## src/design/rbfd_pkg.sv

```systemverilog
// Shared types, widths and codes for the rectangle blit/fill descriptor unit.
// Used by every module of the block; depends on nothing else.
`default_nettype none

package rbfd_pkg;

  localparam int DimW     = 14;          // screen dimension and clipped extent bits
  localparam int StrideW  = 20;
  localparam int AddrW    = 32;
  localparam int BprW     = DimW + 2;    // bytes per row: extent times four
  localparam int CoordW   = 32;          // signed command coordinates
  localparam int AxW      = CoordW + 4;  // headroom for trimmed coordinates
  localparam int ColorW   = 32;
  localparam int CfgIdxW  = 3;
  localparam int CfgDataW = 32;
  localparam int QPtrW    = 2;
  localparam int QDepth   = 1 << QPtrW;

  localparam int InDataW  = 7 * CoordW;
  localparam int InUserW  = 2;
  localparam int OutDataW = 128;
  localparam int OutUserW = 4;

  localparam logic [1:0] ACT_FILL    = 2'd0;
  localparam logic [1:0] ACT_BLIT    = 2'd1;
  localparam logic [1:0] ACT_PRESENT = 2'd2;

  localparam logic [1:0] ST_OK        = 2'd0;
  localparam logic [1:0] ST_BAD_SIZE  = 2'd1;
  localparam logic [1:0] ST_NO_TARGET = 2'd2;
  localparam logic [1:0] ST_EMPTY     = 2'd3;

  localparam logic [CfgIdxW-1:0] REG_FRONT_BASE   = 3'd0;
  localparam logic [CfgIdxW-1:0] REG_FRONT_STRIDE = 3'd1;
  localparam logic [CfgIdxW-1:0] REG_REAR_BASE    = 3'd2;
  localparam logic [CfgIdxW-1:0] REG_REAR_STRIDE  = 3'd3;
  localparam logic [CfgIdxW-1:0] REG_SCREEN_W     = 3'd4;
  localparam logic [CfgIdxW-1:0] REG_SCREEN_H     = 3'd5;

  typedef logic signed [AxW-1:0] ax_t;
  typedef logic [DimW-1:0]       dim_t;
  typedef logic [AddrW-1:0]      addr_t;
  typedef logic [StrideW-1:0]    stride_t;

  typedef struct packed {
    addr_t   front_base;
    stride_t front_stride;
    addr_t   rear_base;
    stride_t rear_stride;
    dim_t    screen_w;
    dim_t    screen_h;
  } cfg_t;

  // Classified and clipped command, handed from the front end to the back end.
  typedef struct packed {
    logic [1:0]        status;
    logic [1:0]        op;
    dim_t              src_x;
    dim_t              src_y;
    dim_t              dst_x;
    dim_t              dst_y;
    dim_t              run_w;
    dim_t              run_h;
    logic              up;
    logic [ColorW-1:0] color;
  } job_t;

endpackage

`default_nettype wire

```

## src/design/rbfd_front.sv

```systemverilog
// Front end: accepts commands, checks size and target buffers, and clips the
// rectangle to the screen in three pipeline stages. Depends on rbfd_pkg.
`default_nettype none

module rbfd_front (
  input  wire logic                         clk,
  input  wire logic                         rst,
  input  wire rbfd_pkg::cfg_t               cfg,
  input  wire logic                         in_valid,
  output logic                              in_ready,
  input  wire logic [1:0]                   in_action,
  input  wire logic signed [rbfd_pkg::CoordW-1:0] in_pos_x,
  input  wire logic signed [rbfd_pkg::CoordW-1:0] in_pos_y,
  input  wire logic signed [rbfd_pkg::CoordW-1:0] in_dest_x,
  input  wire logic signed [rbfd_pkg::CoordW-1:0] in_dest_y,
  input  wire logic signed [rbfd_pkg::CoordW-1:0] in_rect_w,
  input  wire logic signed [rbfd_pkg::CoordW-1:0] in_rect_h,
  input  wire logic [rbfd_pkg::ColorW-1:0]  in_fill_color,
  output logic                              out_valid,
  input  wire logic                         out_ready,
  output rbfd_pkg::job_t                    out_job
);
  import rbfd_pkg::*;

  function automatic logic nonpos(input ax_t v);
    return v[AxW-1] || (v == '0);
  endfunction

  function automatic ax_t min2(input ax_t a, input ax_t b);
    return (a < b) ? a : b;
  endfunction

  // Stage 1: status and the trim for a negative source edge.
  logic              v1;
  logic [1:0]        st1, op1;
  logic [ColorW-1:0] color1;
  ax_t               s1x, s1y, d1x, d1y, w1x, w1y;

  // Stage 2: trim for a negative destination edge.
  logic              v2;
  logic [1:0]        st2, op2;
  logic [ColorW-1:0] color2;
  ax_t               s2x, s2y, d2x, d2y, w2x, w2y;

  // Stage 3: clipped command.
  logic v3;
  job_t job3;

  logic en1, en2, en3;

  ax_t        px, py, qx, qy, ax, ay, wx, wy;
  logic       has_rear, front_ok, tgt_ok;
  logic [1:0] st_n;
  ax_t        bx, by;
  ax_t        sw, sh, mx, my;
  logic       empty;

  assign en3      = !v3 || out_ready;
  assign en2      = !v2 || en3;
  assign en1      = !v1 || en2;
  assign in_ready = en1;

  assign out_valid = v3;
  assign out_job   = job3;

  // Fill and present are clipped as a blit whose destination equals its source.
  always_comb begin
    px = ax_t'(in_pos_x);
    py = ax_t'(in_pos_y);
    qx = (in_action == ACT_BLIT) ? ax_t'(in_dest_x) : px;
    qy = (in_action == ACT_BLIT) ? ax_t'(in_dest_y) : py;
    ax = px[AxW-1] ? -px : '0;
    ay = py[AxW-1] ? -py : '0;
    wx = ax_t'(in_rect_w);
    wy = ax_t'(in_rect_h);

    has_rear = (cfg.rear_base != '0) && (cfg.rear_stride != '0);
    front_ok = (cfg.front_base != '0) && (cfg.front_stride != '0);
    tgt_ok   = has_rear || front_ok;

    unique case (in_action)
      ACT_FILL, ACT_BLIT: st_n = tgt_ok ? ST_OK : ST_NO_TARGET;
      ACT_PRESENT:        st_n = (has_rear && front_ok) ? ST_OK : ST_NO_TARGET;
      default:            st_n = ST_BAD_SIZE;
    endcase
    if (nonpos(wx) || nonpos(wy)) begin
      st_n = ST_BAD_SIZE;
    end
  end

  always_comb begin
    bx = d1x[AxW-1] ? -d1x : '0;
    by = d1y[AxW-1] ? -d1y : '0;
  end

  always_comb begin
    sw = ax_t'({{(AxW-DimW){1'b0}}, cfg.screen_w});
    sh = ax_t'({{(AxW-DimW){1'b0}}, cfg.screen_h});
    mx = min2(w2x, min2(sw - s2x, sw - d2x));
    my = min2(w2y, min2(sh - s2y, sh - d2y));
    empty = nonpos(mx) || nonpos(my);
  end

  always_ff @(posedge clk) begin
    if (rst) begin
      v1 <= 1'b0;
      v2 <= 1'b0;
      v3 <= 1'b0;
    end else begin
      if (en1) v1 <= in_valid;
      if (en2) v2 <= v1;
      if (en3) v3 <= v2;
    end
  end

  always_ff @(posedge clk) begin
    if (en1) begin
      st1    <= st_n;
      op1    <= in_action;
      color1 <= in_fill_color;
      s1x    <= px + ax;
      s1y    <= py + ay;
      d1x    <= qx + ax;
      d1y    <= qy + ay;
      w1x    <= wx - ax;
      w1y    <= wy - ay;
    end
    if (en2) begin
      st2    <= st1;
      op2    <= op1;
      color2 <= color1;
      s2x    <= s1x + bx;
      s2y    <= s1y + by;
      d2x    <= d1x + bx;
      d2y    <= d1y + by;
      w2x    <= w1x - bx;
      w2y    <= w1y - by;
    end
    if (en3) begin
      job3.status <= (st2 == ST_OK && empty) ? ST_EMPTY : st2;
      job3.op     <= op2;
      job3.src_x  <= s2x[DimW-1:0];
      job3.src_y  <= s2y[DimW-1:0];
      job3.dst_x  <= d2x[DimW-1:0];
      job3.dst_y  <= d2y[DimW-1:0];
      job3.run_w  <= mx[DimW-1:0];
      job3.run_h  <= my[DimW-1:0];
      job3.up     <= (op2 == ACT_BLIT) && (d2y > s2y);
      job3.color  <= color2;
    end
  end

endmodule

`default_nettype wire

```

## src/design/rbfd_queue.sv

```systemverilog
// Short job queue between the front end and the back end so either side can
// stall on its own. Depends on rbfd_pkg.
`default_nettype none

module rbfd_queue (
  input  wire logic           clk,
  input  wire logic           rst,
  input  wire logic           in_valid,
  output logic                in_ready,
  input  wire rbfd_pkg::job_t in_job,
  output logic                out_valid,
  input  wire logic           out_ready,
  output rbfd_pkg::job_t      out_job
);
  import rbfd_pkg::*;

  job_t             slots [QDepth];
  logic [QPtrW-1:0] wr_ptr, rd_ptr;
  logic [QPtrW:0]   count;
  logic             push, pop;

  assign in_ready  = (count != (QPtrW+1)'(QDepth));
  assign out_valid = (count != '0);
  assign out_job   = slots[rd_ptr];
  assign push      = in_valid && in_ready;
  assign pop       = out_valid && out_ready;

  always_ff @(posedge clk) begin
    if (rst) begin
      wr_ptr <= '0;
      rd_ptr <= '0;
      count  <= '0;
    end else begin
      if (push) wr_ptr <= wr_ptr + 1'b1;
      if (pop)  rd_ptr <= rd_ptr + 1'b1;
      if (push && !pop) begin
        count <= count + 1'b1;
      end else if (pop && !push) begin
        count <= count - 1'b1;
      end
    end
  end

  always_ff @(posedge clk) begin
    if (push) slots[wr_ptr] <= in_job;
  end

`ifndef SYNTHESIS
  a_count_bound: assert property (@(posedge clk) disable iff (rst)
    count <= (QPtrW+1)'(QDepth))
    else $error("queue count beyond depth");
  a_count_up: assert property (@(posedge clk) disable iff (rst)
    push && !pop |=> count == $past(count) + 1'b1)
    else $error("queue count did not rise on push");
  a_count_down: assert property (@(posedge clk) disable iff (rst)
    pop && !push |=> count == $past(count) - 1'b1)
    else $error("queue count did not fall on pop");
`endif

endmodule

`default_nettype wire

```

## src/design/rbfd_back.sv

```systemverilog
// Back end: turns a clipped job into a row-run descriptor (row select,
// row times stride products, final address sums) and holds the result beat.
// Depends on rbfd_pkg.
`default_nettype none

module rbfd_back (
  input  wire logic                        clk,
  input  wire logic                        rst,
  input  wire rbfd_pkg::cfg_t              cfg,
  input  wire logic                        in_valid,
  output logic                             in_ready,
  input  wire rbfd_pkg::job_t              in_job,
  output logic                             out_valid,
  input  wire logic                        out_ready,
  output logic [1:0]                       out_status,
  output logic [1:0]                       out_op_kind,
  output logic [rbfd_pkg::AddrW-1:0]       out_src_addr,
  output logic [rbfd_pkg::AddrW-1:0]       out_dst_addr,
  output logic [rbfd_pkg::BprW-1:0]        out_bytes_per_row,
  output logic [rbfd_pkg::DimW-1:0]        out_row_count,
  output logic                             out_bottom_up,
  output logic [rbfd_pkg::ColorW-1:0]      out_fill_value
);
  import rbfd_pkg::*;

  localparam int ProdW = DimW + StrideW;

  logic    v1, v2, ov;
  logic    en1, en2, en3;
  job_t    job1, job2;
  dim_t    src_row, dst_row;
  addr_t   src_base1, dst_base1, src_base2, dst_base2;
  stride_t src_stride, dst_stride;
  addr_t   src_prod, dst_prod;

  dim_t    first;
  logic    has_rear;
  addr_t   tgt_base, sb_n, db_n;
  stride_t tgt_stride, ss_n, ds_n;

  logic [ProdW-1:0] sp_full, dp_full;
  logic             issued;
  addr_t            src_n, dst_n;

  assign en3       = !ov || out_ready;
  assign en2       = !v2 || en3;
  assign en1       = !v1 || en2;
  assign in_ready  = en1;
  assign out_valid = ov;

  // Bottom-up copies start at the last clipped row.
  always_comb begin
    first      = in_job.up ? (in_job.run_h - 1'b1) : '0;
    has_rear   = (cfg.rear_base != '0) && (cfg.rear_stride != '0);
    tgt_base   = has_rear ? cfg.rear_base : cfg.front_base;
    tgt_stride = has_rear ? cfg.rear_stride : cfg.front_stride;
    unique case (in_job.op)
      ACT_FILL: begin
        sb_n = '0;            ss_n = '0;
        db_n = tgt_base;      ds_n = tgt_stride;
      end
      ACT_BLIT: begin
        sb_n = tgt_base;      ss_n = tgt_stride;
        db_n = tgt_base;      ds_n = tgt_stride;
      end
      ACT_PRESENT: begin
        sb_n = cfg.rear_base; ss_n = cfg.rear_stride;
        db_n = cfg.front_base; ds_n = cfg.front_stride;
      end
      default: begin
        sb_n = '0;            ss_n = '0;
        db_n = '0;            ds_n = '0;
      end
    endcase
  end

  always_comb begin
    sp_full = src_row * src_stride;
    dp_full = dst_row * dst_stride;
  end

  always_comb begin
    issued = (job2.status == ST_OK);
    src_n  = src_base2 + src_prod + AddrW'({job2.src_x, 2'b00});
    dst_n  = dst_base2 + dst_prod + AddrW'({job2.dst_x, 2'b00});
  end

  always_ff @(posedge clk) begin
    if (rst) begin
      v1 <= 1'b0;
      v2 <= 1'b0;
      ov <= 1'b0;
    end else begin
      if (en1) v1 <= in_valid;
      if (en2) v2 <= v1;
      if (en3) ov <= v2;
    end
  end

  always_ff @(posedge clk) begin
    if (en1) begin
      job1       <= in_job;
      src_row    <= in_job.src_y + first;
      dst_row    <= in_job.dst_y + first;
      src_base1  <= sb_n;
      dst_base1  <= db_n;
      src_stride <= ss_n;
      dst_stride <= ds_n;
    end
    if (en2) begin
      job2      <= job1;
      src_base2 <= src_base1;
      dst_base2 <= dst_base1;
      src_prod  <= AddrW'(sp_full);
      dst_prod  <= AddrW'(dp_full);
    end
    if (en3) begin
      out_status        <= job2.status;
      out_op_kind       <= job2.op;
      out_src_addr      <= (issued && job2.op != ACT_FILL) ? src_n : '0;
      out_dst_addr      <= issued ? dst_n : '0;
      out_bytes_per_row <= issued ? BprW'({job2.run_w, 2'b00}) : '0;
      out_row_count     <= issued ? job2.run_h : '0;
      out_bottom_up     <= issued && job2.up;
      out_fill_value    <= (issued && job2.op == ACT_FILL) ? job2.color : '0;
    end
  end

`ifndef SYNTHESIS
  a_reject_zero: assert property (@(posedge clk) disable iff (rst)
    out_valid && out_status != ST_OK |->
      out_src_addr == '0 && out_dst_addr == '0 && out_row_count == '0 &&
      out_bytes_per_row == '0 && out_fill_value == '0)
    else $error("rejected descriptor carries payload");
  a_up_blit: assert property (@(posedge clk) disable iff (rst)
    out_valid && out_bottom_up |-> out_op_kind == ACT_BLIT && out_status == ST_OK)
    else $error("bottom-up set on a non-blit descriptor");
  a_issued_nonempty: assert property (@(posedge clk) disable iff (rst)
    out_valid && out_status == ST_OK |-> out_row_count != '0 && out_bytes_per_row != '0)
    else $error("issued descriptor is empty");
`endif

endmodule

`default_nettype wire

```

## src/design/rect_blit_fill_descriptor_unit.sv

```systemverilog
// Top level of the rectangle blit/fill descriptor unit: configuration
// registers, stream packing, front end, job queue and back end.
// Depends on rbfd_pkg, rbfd_front, rbfd_queue and rbfd_back.
//
//   Channel   Dir  Handshake               Payload
//   s_axis    in   s_axis_tvalid/tready    command beat (tdata, tuser)
//   m_axis    out  m_axis_tvalid/tready    descriptor beat (tdata, tuser)
//   cfg       in   cfg_valid/cfg_ready     register index and write data
//
// One command per cycle is accepted while s_axis_tready is high; each gives exactly one descriptor beat.
// A descriptor passes through three front stages (edge trims, then clip), the four-entry queue,
// and three back stages (row select, row-stride multiply, address sum into the output register).
// Reset zeroes the configuration and empties every stage; cfg_ready is always high.
// Output stalls fill the back end, then the queue, then the front end before s_axis_tready drops.
`default_nettype none

module rect_blit_fill_descriptor_unit (
  input  wire logic                              clk,
  input  wire logic                              rst,
  input  wire logic                              s_axis_tvalid,
  output logic                                   s_axis_tready,
  // pos_x, pos_y, dest_x, dest_y, rect_w, rect_h, fill_color
  input  wire logic [rbfd_pkg::InDataW-1:0]      s_axis_tdata,
  // action
  input  wire logic [rbfd_pkg::InUserW-1:0]      s_axis_tuser,
  output logic                                   m_axis_tvalid,
  input  wire logic                              m_axis_tready,
  // src_addr, dst_addr, bytes_per_row, row_count, bottom_up, fill_value, zero pad
  output logic [rbfd_pkg::OutDataW-1:0]          m_axis_tdata,
  // status, op_kind
  output logic [rbfd_pkg::OutUserW-1:0]          m_axis_tuser,
  input  wire logic                              cfg_valid,
  output logic                                   cfg_ready,
  input  wire logic [rbfd_pkg::CfgIdxW-1:0]      cfg_index,
  input  wire logic [rbfd_pkg::CfgDataW-1:0]     cfg_data
);
  import rbfd_pkg::*;

  cfg_t cfg;

  logic fq_valid, fq_ready, qb_valid, qb_ready;
  job_t fq_job, qb_job;

  logic [1:0]        d_status, d_op_kind;
  addr_t             d_src_addr, d_dst_addr;
  logic [BprW-1:0]   d_bytes_per_row;
  dim_t              d_row_count;
  logic              d_bottom_up;
  logic [ColorW-1:0] d_fill_value;

  assign cfg_ready = 1'b1;

  always_ff @(posedge clk) begin
    if (rst) begin
      cfg <= '0;
    end else if (cfg_valid) begin
      unique case (cfg_index)
        REG_FRONT_BASE:   cfg.front_base   <= cfg_data[AddrW-1:0];
        REG_FRONT_STRIDE: cfg.front_stride <= cfg_data[StrideW-1:0];
        REG_REAR_BASE:    cfg.rear_base    <= cfg_data[AddrW-1:0];
        REG_REAR_STRIDE:  cfg.rear_stride  <= cfg_data[StrideW-1:0];
        REG_SCREEN_W:     cfg.screen_w     <= cfg_data[DimW-1:0];
        REG_SCREEN_H:     cfg.screen_h     <= cfg_data[DimW-1:0];
        default: ;
      endcase
    end
  end

  rbfd_front u_front (
    .clk           (clk),
    .rst           (rst),
    .cfg           (cfg),
    .in_valid      (s_axis_tvalid),
    .in_ready      (s_axis_tready),
    .in_action     (s_axis_tuser[1:0]),
    .in_pos_x      (s_axis_tdata[0*CoordW +: CoordW]),
    .in_pos_y      (s_axis_tdata[1*CoordW +: CoordW]),
    .in_dest_x     (s_axis_tdata[2*CoordW +: CoordW]),
    .in_dest_y     (s_axis_tdata[3*CoordW +: CoordW]),
    .in_rect_w     (s_axis_tdata[4*CoordW +: CoordW]),
    .in_rect_h     (s_axis_tdata[5*CoordW +: CoordW]),
    .in_fill_color (s_axis_tdata[6*CoordW +: ColorW]),
    .out_valid     (fq_valid),
    .out_ready     (fq_ready),
    .out_job       (fq_job)
  );

  rbfd_queue u_queue (
    .clk       (clk),
    .rst       (rst),
    .in_valid  (fq_valid),
    .in_ready  (fq_ready),
    .in_job    (fq_job),
    .out_valid (qb_valid),
    .out_ready (qb_ready),
    .out_job   (qb_job)
  );

  rbfd_back u_back (
    .clk               (clk),
    .rst               (rst),
    .cfg               (cfg),
    .in_valid          (qb_valid),
    .in_ready          (qb_ready),
    .in_job            (qb_job),
    .out_valid         (m_axis_tvalid),
    .out_ready         (m_axis_tready),
    .out_status        (d_status),
    .out_op_kind       (d_op_kind),
    .out_src_addr      (d_src_addr),
    .out_dst_addr      (d_dst_addr),
    .out_bytes_per_row (d_bytes_per_row),
    .out_row_count     (d_row_count),
    .out_bottom_up     (d_bottom_up),
    .out_fill_value    (d_fill_value)
  );

  assign m_axis_tuser = {d_op_kind, d_status};
  assign m_axis_tdata = OutDataW'({d_fill_value, d_bottom_up, d_row_count,
                                   d_bytes_per_row, d_dst_addr, d_src_addr});

endmodule

`default_nettype wire
```

## config.mk

```make
export PLATFORM = sky130hd
export DESIGN_NAME = rect_blit_fill_descriptor_unit
export DESIGN_NICKNAME = d
export VERILOG_FILES = /design/src/design/rbfd_pkg.sv /design/src/design/rbfd_front.sv /design/src/design/rbfd_queue.sv /design/src/design/rbfd_back.sv /design/src/design/rect_blit_fill_descriptor_unit.sv
export SDC_FILE = /design/constraint.sdc
export NUM_CORES = 2
export LEC_CHECK = 0
export ABC_AREA = 1
export BUFFER_PORTS_ARGS = -buffer_cell sky130_fd_sc_hd__clkbuf_2
export CAP_MARGIN = 10
export CORE_MARGIN = 2
export CORE_UTILIZATION = 60
export DETAILED_ROUTE_END_ITERATION = 8
export PLACE_DENSITY = 0.73
export SLEW_MARGIN = 20
export SYNTH_ARGS = -nofsm -noshare
export SYNTH_HDL_FRONTEND = slang
export SYNTH_SLANG_ARGS = --single-unit
```

## constraint.sdc

```tcl
create_clock -name clk -period 17.13 [get_ports clk]
set_clock_uncertainty 0.05 [all_clocks]
set_input_delay 0.8565 -clock clk [delete_from_list [all_inputs] [get_ports clk]]
set_output_delay 0.8565 -clock clk [all_outputs]
set_load 0.01 [all_outputs]
```

# [Word-level counts from Yosys, hierarchy flattened]
# Memory sizes are Yosys's and may differ from the RTL's. A register that Yosys moved wholly into a read port is not among the register bits.
# Cells that the tools add are included.
[totals] ff_bits=1347 mem_bits_rw=484 out_inout_bits=135 wordCells=212 memories=1
[mem_list] memory="u_queue.slots" words=4 word_bits=121 read_ports=1 rd_ports_with_merged_regs=1 wr=1 line="rbfd_queue.sv:17" text="job_t slots [QDepth];"
[op_classes] n_addsub=31 multipliers=2 magnitude_cmp=5 n_eq_ne=11 mux=26 reduce_logical=58
[ops] cell="two-way mux 36 bit" count=10
[ops] cell="adder 36 bit" count=6
[ops] cell="logical NOT 36 bit" count=4
[ops] cell="< comparator 36 bit" count=4
[ops] cell="negation 36 bit" count=4
[ops] cell="subtractor 15 x 36 -> 36 bit" count=4
[ops] cell="one-hot mux 32 bit (2 select lines)" count=2
[ops] cell="one-hot mux 20 bit (2 select lines)" count=2
[ops] cell="adder 32 x 36 -> 36 bit" count=2
[ops] cell="subtractor 32 x 36 -> 36 bit" count=2
[ops] cell="subtractor 36 bit" count=2
[ops] cell="adder 32 x 16 -> 32 bit" count=2
[ops] cell="adder 32 bit" count=2
[ops] cell="multiplier 14 x 20 -> 32 bit" count=2
[ops] cell="nonzero test 32 bit" count=2
[ops] cell="nonzero test 20 bit" count=2
[ops] cell="greater-than comparator 36 bit" count=1
[ops] cell="two-way mux 32 bit" count=1
[ops] cell="adder 14 bit" count=2
[ops] cell="two-way mux 20 bit" count=1
[ops] cell="two-way mux 14 bit" count=1
[ops] cell="subtractor 14 x 1 -> 14 bit (second input constant)" count=1
[ops] cell="logical OR 1 bit" count=13
[ops] cell="logical AND 1 bit" count=12
[ops] cell="other kinds (20)" count=49

# [Depth between registers and ports, before layout]
[depth] depth_word=9 mapped_depth=58

# [By module]
# Synthesis repeated with hierarchy kept, for this count alone.
[unflattened] hier_cells=13469 area_unflattened_um2=121185.0
[modules_own_cells] module="rbfd_front" n_inst=1 cells_per_inst=6252 area_each_um2=51016.4 seq_area_each_um2=18828.1
[modules_own_cells] module="rbfd_back" n_inst=1 cells_per_inst=5208 area_each_um2=46532.1 seq_area_each_um2=17326.6
[modules_own_cells] module="rbfd_queue" n_inst=1 cells_per_inst=1238 area_each_um2=18358.9 seq_area_each_um2=14714.1
[modules_own_cells] module="rect_blit_fill_descriptor_unit" n_inst=1 cells_per_inst=771 area_each_um2=5277.6 seq_area_each_um2=2642.5

# [Worst setup path before layout]
# OpenSTA, ideal clock, no wires.
[synth_path] path_kind="reg2reg" start="reg u_queue.count[1]" end="reg u_front.color1[0], enable pin" setup_time_ps=1948 t_arrival_ps=9328 t_required_ps=15132 setup_slack_ps=5803 stages_incl_launch_ff=5 n_path_buf=0 synth_period_minus_slack_ps=11327 path_cell_list="dfxtp_1 -> inv_1 -> nand4_1 -> nor2_1 -> nand2_1"
[synth_between] elab_chain_cells=4
[synth_rtl] element="start, declared" line="rbfd_queue.sv:19" text="logic [QPtrW:0] count;"
[synth_rtl] element="start signal, assigned" line="rbfd_queue.sv:37" text="count <= count + 1'b1;"
[synth_rtl] element="start signal, assigned" line="rbfd_queue.sv:39" text="count <= count - 1'b1;"
[synth_rtl] element="!= test 3 bit" line="rbfd_queue.sv:22" text="assign in_ready = (count != (QPtrW+1)'(QDepth));"
[synth_rtl] element="logical OR 1 bit" line="rbfd_front.sv:58" text="assign en3 = !v3 || out_ready;"
[synth_rtl] element="net u_front.en3" line="rbfd_front.sv:49" text="logic en1, en2, en3;"
[synth_rtl] element="logical OR 1 bit" line="rbfd_front.sv:59" text="assign en2 = !v2 || en3;"
[synth_rtl] element="logical OR 1 bit" line="rbfd_front.sv:60" text="assign en1 = !v1 || en2;"
[synth_rtl] element="net s_axis_tready" line="rect_blit_fill_descriptor_unit.sv:21" text="output logic s_axis_tready,"
[synth_rtl] element="end signal, assigned" line="rbfd_front.sv:120" text="color1 <= in_fill_color;"
[synth_rtl] element="end, declared" line="rbfd_front.sv:36" text="logic [ColorW-1:0] color1;"
# The timed path passes the listed nets, and every way through them passes these cells.
# A chain may end at the register's enable or synchronous reset.

# [Worst setup path in the final report]
[layout_path] start="reg u_front.s2x[0]" end="reg u_front.job3 (netlist bit u_front.out_job[119]), data pin"
[layout_between] elab_chain_cells=9
[layout_rtl] element="start, declared" line="rbfd_front.sv:43" text="ax_t s2x, s2y, d2x, d2y, w2x, w2y;"
[layout_rtl] element="start signal, assigned" line="rbfd_front.sv:132" text="s2x <= s1x + bx;"
[layout_rtl] element="subtractor 15 x 36 -> 36 bit *" line="rbfd_front.sv:99" text="mx = min2(w2x, min2(sw - s2x, sw - d2x));"
[layout_rtl] element="< comparator 36 bit" line="rbfd_front.sv:30" text="return (a < b) ? a : b;"
[layout_rtl] element="two-way mux 36 bit *" line="rbfd_front.sv:30"
[layout_rtl] element="< comparator 36 bit" line="rbfd_front.sv:30"
[layout_rtl] element="two-way mux 36 bit *" line="rbfd_front.sv:30"
[layout_rtl] element="net u_front.mx[6]" line="rbfd_front.sv:55" text="ax_t sw, sh, mx, my;"
[layout_rtl] element="logical NOT 36 bit *" line="rbfd_front.sv:26" text="return v[AxW-1] || (v == '0);"
[layout_rtl] element="logical OR 1 bit *" line="rbfd_front.sv:26"
[layout_rtl] element="logical OR 1 bit *" line="rbfd_front.sv:101" text="empty = nonpos(mx) || nonpos(my);"
[layout_rtl] element="logical AND 1 bit *" line="rbfd_front.sv:140" text="job3.status <= (st2 == ST_OK && empty) ? ST_EMPTY : st2;"
[layout_rtl] element="end, declared" line="rbfd_front.sv:47" text="job_t job3;"
# The timed path passes the listed nets; every way through them passes the cells marked *.

==> results.cfg <==
[job]
drv_cap = 0

[critical_path]
reg2regPathDepth = 48
path_common_cell = nand2_1
r2r-end = u_front.out_job[119]
slowest_stage = nor4_1
crit_buf_inv = 5
critPathArrivalTime_ps = 9840
worstSetupStartpointType = flip-flop
path_class = flip-flop to flip-flop
critPathMaxStageDelay_ps = 520
regToRegSetupSlack_ps = 7850
path_depth = 48
worst-endpoint-required_ps = 17690
timing.rr.start = u_front.s2x[0]
cp_max_fo = 37
crit_start = u_front.s2x[0]
critPathTopFamily = simple AND/OR/NAND/NOR gates
crit_path_end = u_front.out_job[119]
endpoint_kind = flip-flop

[grt]
grt_pass1_vias = 85880
grt_start_max_net_pins = 118
grt.overflow.total = 0
global_route.usage.total_pct = 31.08
grt_pass1_wl_um = 473800
antenna_found_initial = 18

[synth]
async_flop_share_pct = 0
synth-seq-area-share_pct = 46.24
ys_ff_latch = 1831
syn_avg_cell_area_um2 = 9.549
syn_inst = 12120
synth-edff-count = 1684
synthFlopType = edfxtp_1
netlist_area_um2 = 115700
yosysWarnings = 0
ys_types = 68

[sta]
fin_setup_tns_ps = 0
maxSlewViolCount = 0
slew_headroom_pct = 20.19
setup_viol = 0
fmax_mhz = 107.7
fin_crit_ps = 9282
worst_slack_ps = 7848
worstMarginPinSlew_ps = 1197
rsz0062_at_grt = false
finalHoldViolations = 0
fin_crit_sh_pct = 54.18

[power_and_ir_drop]
switchingPower_mw = 8.782
p_sw_share_pct = 42.75
peakVddDrop_v = 0.0001832
p_clk_share_pct = 19.6
comb_power_share_pct = 44.0
internal-power_mw = 11.76
power_frac_seq_pct = 36.4
power.density_nw_per_um2 = 162.5
power.leakage_nw = 57.12

[finish]
final_util_pct = 65.77
area_growth_pct = 9.236
finalInstanceArea_um2 = 126400
layout-drive-gt1-share_pct = 6.966
layout.nets = 14070

[detailed_routing]
wl_per_cell_um = 20.30
drtAntennaViolNets = 0
vias = 86290
vias_per_cell = 5.704
wl_um = 307100
drt_iter0_drc = 7745
first_pass_iters = 9
drc = 0

[placement]
detailed_place_hpwl_um = 232700
pre_cts_slack_ps = 7836
placed_area_um2 = 120200
port_buffers = 396
gp_congestion = 0.9693

[clocking]
postCtsSetupBuffers = 0
clock-root-buffer = clkbuf_16
cts-hold-fix-buffers = 0
cts_buffers = 184
ctsResizeCount = 0
worst_setup_hold_path_clk_slew_ps = 60
cts_buffer_depth = 3
cts_tree = done
insertion_delay_ps = 890
htree_levels = 4
cts.sinks = 1831

[floorplanning]
io_pins = 401
die_y_um = 443.2
initial_utilization_pct = 60.21
die_area_um2 = 196400
die_width_um = 443.2
core_um2 = 192200
rows = 161

[min_path]
worstHoldPathType = input pin to flip-flop

[status]
outcome = finished, final reports clean
## routing by layer
layer | share of wire, % | GRT usage, %
met4 | 4.4 | 13.49
met1 | 42 | 41.97
met2 | 46 | 50.49
met3 | 6.9 | 4.279
met5 | 0.0088 | 0
## per-stage QoR
step                hold WS (ps)  power [mW]  std cells
floorplan                  350.3       13.42      12130
global placement           350.8       16.21      14780
detailed placement         354.5       16.44      14780
CTS                        42.93       20.51      15110
global route               60.79       21.98      15120
finish                     105.9       20.54      15130
## cell type report
class	count	area [µm²]
flip-flops and latches	1831	53520
repair buffers	461	2502
well taps	2526	3161
clock buffers	227	4826
multi-input cells	8193	54400
diodes	13	32.53
clock inverters	104	1292
fillers	15090	65770
inverters	1773	6678
## state kept, by name, indices dropped and copies added, names as in the netlist, 93 cells and up, named ones only
register / count
u_front.out_job: 121
u_queue.slots: 484
cfg: 132
u_back.job1: 93
u_back.job2: 93
## cells in the mapped netlist (all sizes together) (30+ instances only)
library cell	count	area share [%]
nand2	2218	7.3
inv	1769	5.7
edfxtp	1684	44
nor2	1155	3.8
a21oi	969	4.2
ha	888	9.6
o21ai	746	3.2
fa	469	8.1
xor2	427	3.2
nand3	376	1.7
clkbuf	288	0.93
xnor2	184	1.4
dfxtp	147	2.5
nor3	138	0.65
o22ai	108	0.59
nand4	97	0.52
nor4	79	0.44
a31oi	48	0.26
buf	47	0.20
o21a	35	0.23
a211oi	33	0.21
o211ai	30	0.20
## cells in the final DEF, fill, tap and decap left out, types with 25 or more instances in the layout
cell | synthesis | final
a211oi_1 | 33 | 33
a21oi_1 | 967 | 967
a31oi_1 | 48 | 48
buf_4 | 7 | 63
clkbuf_1 | 288 | 37
clkbuf_16 | 0 | 184
clkbuf_2 | 0 | 396
clkinv_1 | 4 | 29
dfxtp_1 | 147 | 145
edfxtp_1 | 1684 | 1684
fa_1 | 469 | 469
ha_1 | 888 | 885
inv_1 | 1756 | 1752
nand2_1 | 2192 | 2188
nand2_2 | 25 | 25
nand3_1 | 365 | 365
nand4_1 | 97 | 97
nor2_1 | 1134 | 1126
nor3_1 | 129 | 129
nor4_1 | 77 | 76
o211ai_1 | 29 | 29
o21a_1 | 35 | 35
o21ai_0 | 701 | 701
o21ai_1 | 40 | 39
o22ai_1 | 107 | 107
xnor2_1 | 183 | 183
xor2_1 | 427 | 427
## how the worst min path moves through the flow
stage | startpoint | end | slack, ps | cells past startpoint
final | s_axis_tdata[219] | u_front.color1[27] | 110 | 1
after detailed placement | u_back.job1[55] | u_back.job2[55] | 350 | 0
after global routing | s_axis_tdata[219] | u_front.color1[27] | 60 | 1
after floorplan | u_back.dst_base1[0] | u_back.dst_base2[0] | 350 | 0
after global placement | u_front.color2[31] | u_front.out_job[31] | 350 | 0
after CTS | s_axis_tdata[201] | u_front.color1[9] | 40 | 1
## cells by family (layout without fill, tap and decap cells)
logic type	after synthesis	count (layout)	share of synthesized area [%]
buffers and inverters	2108	2565	6.884
DFF	1831	1831	46.24
adders and majority gates	1357	1357	17.72
xor gates and xnor gates	611	611	4.631
AOI/OAI and AO/OA	2092	2092	9.790
and+or+nand+nor	4111	4111	14.67
muxes	6	6	0.05838
other	2	29	0.006490
## power groups by stage
stage | clock network (mW) | registers (mW) | logic, mW
6_report | 4.02 | 7.48 | 9.04
5_1_grt | 4.25 | 7.58 | 10.1
4_1_cts | 4.08 | 7.46 | 8.96
3_5_place_dp | 0 | 7.55 | 8.90
3_3_place_gp | 0 | 7.51 | 8.70
2_1_floorplan | 0 | 7.00 | 6.42
(Power assumes the default switching activity.)
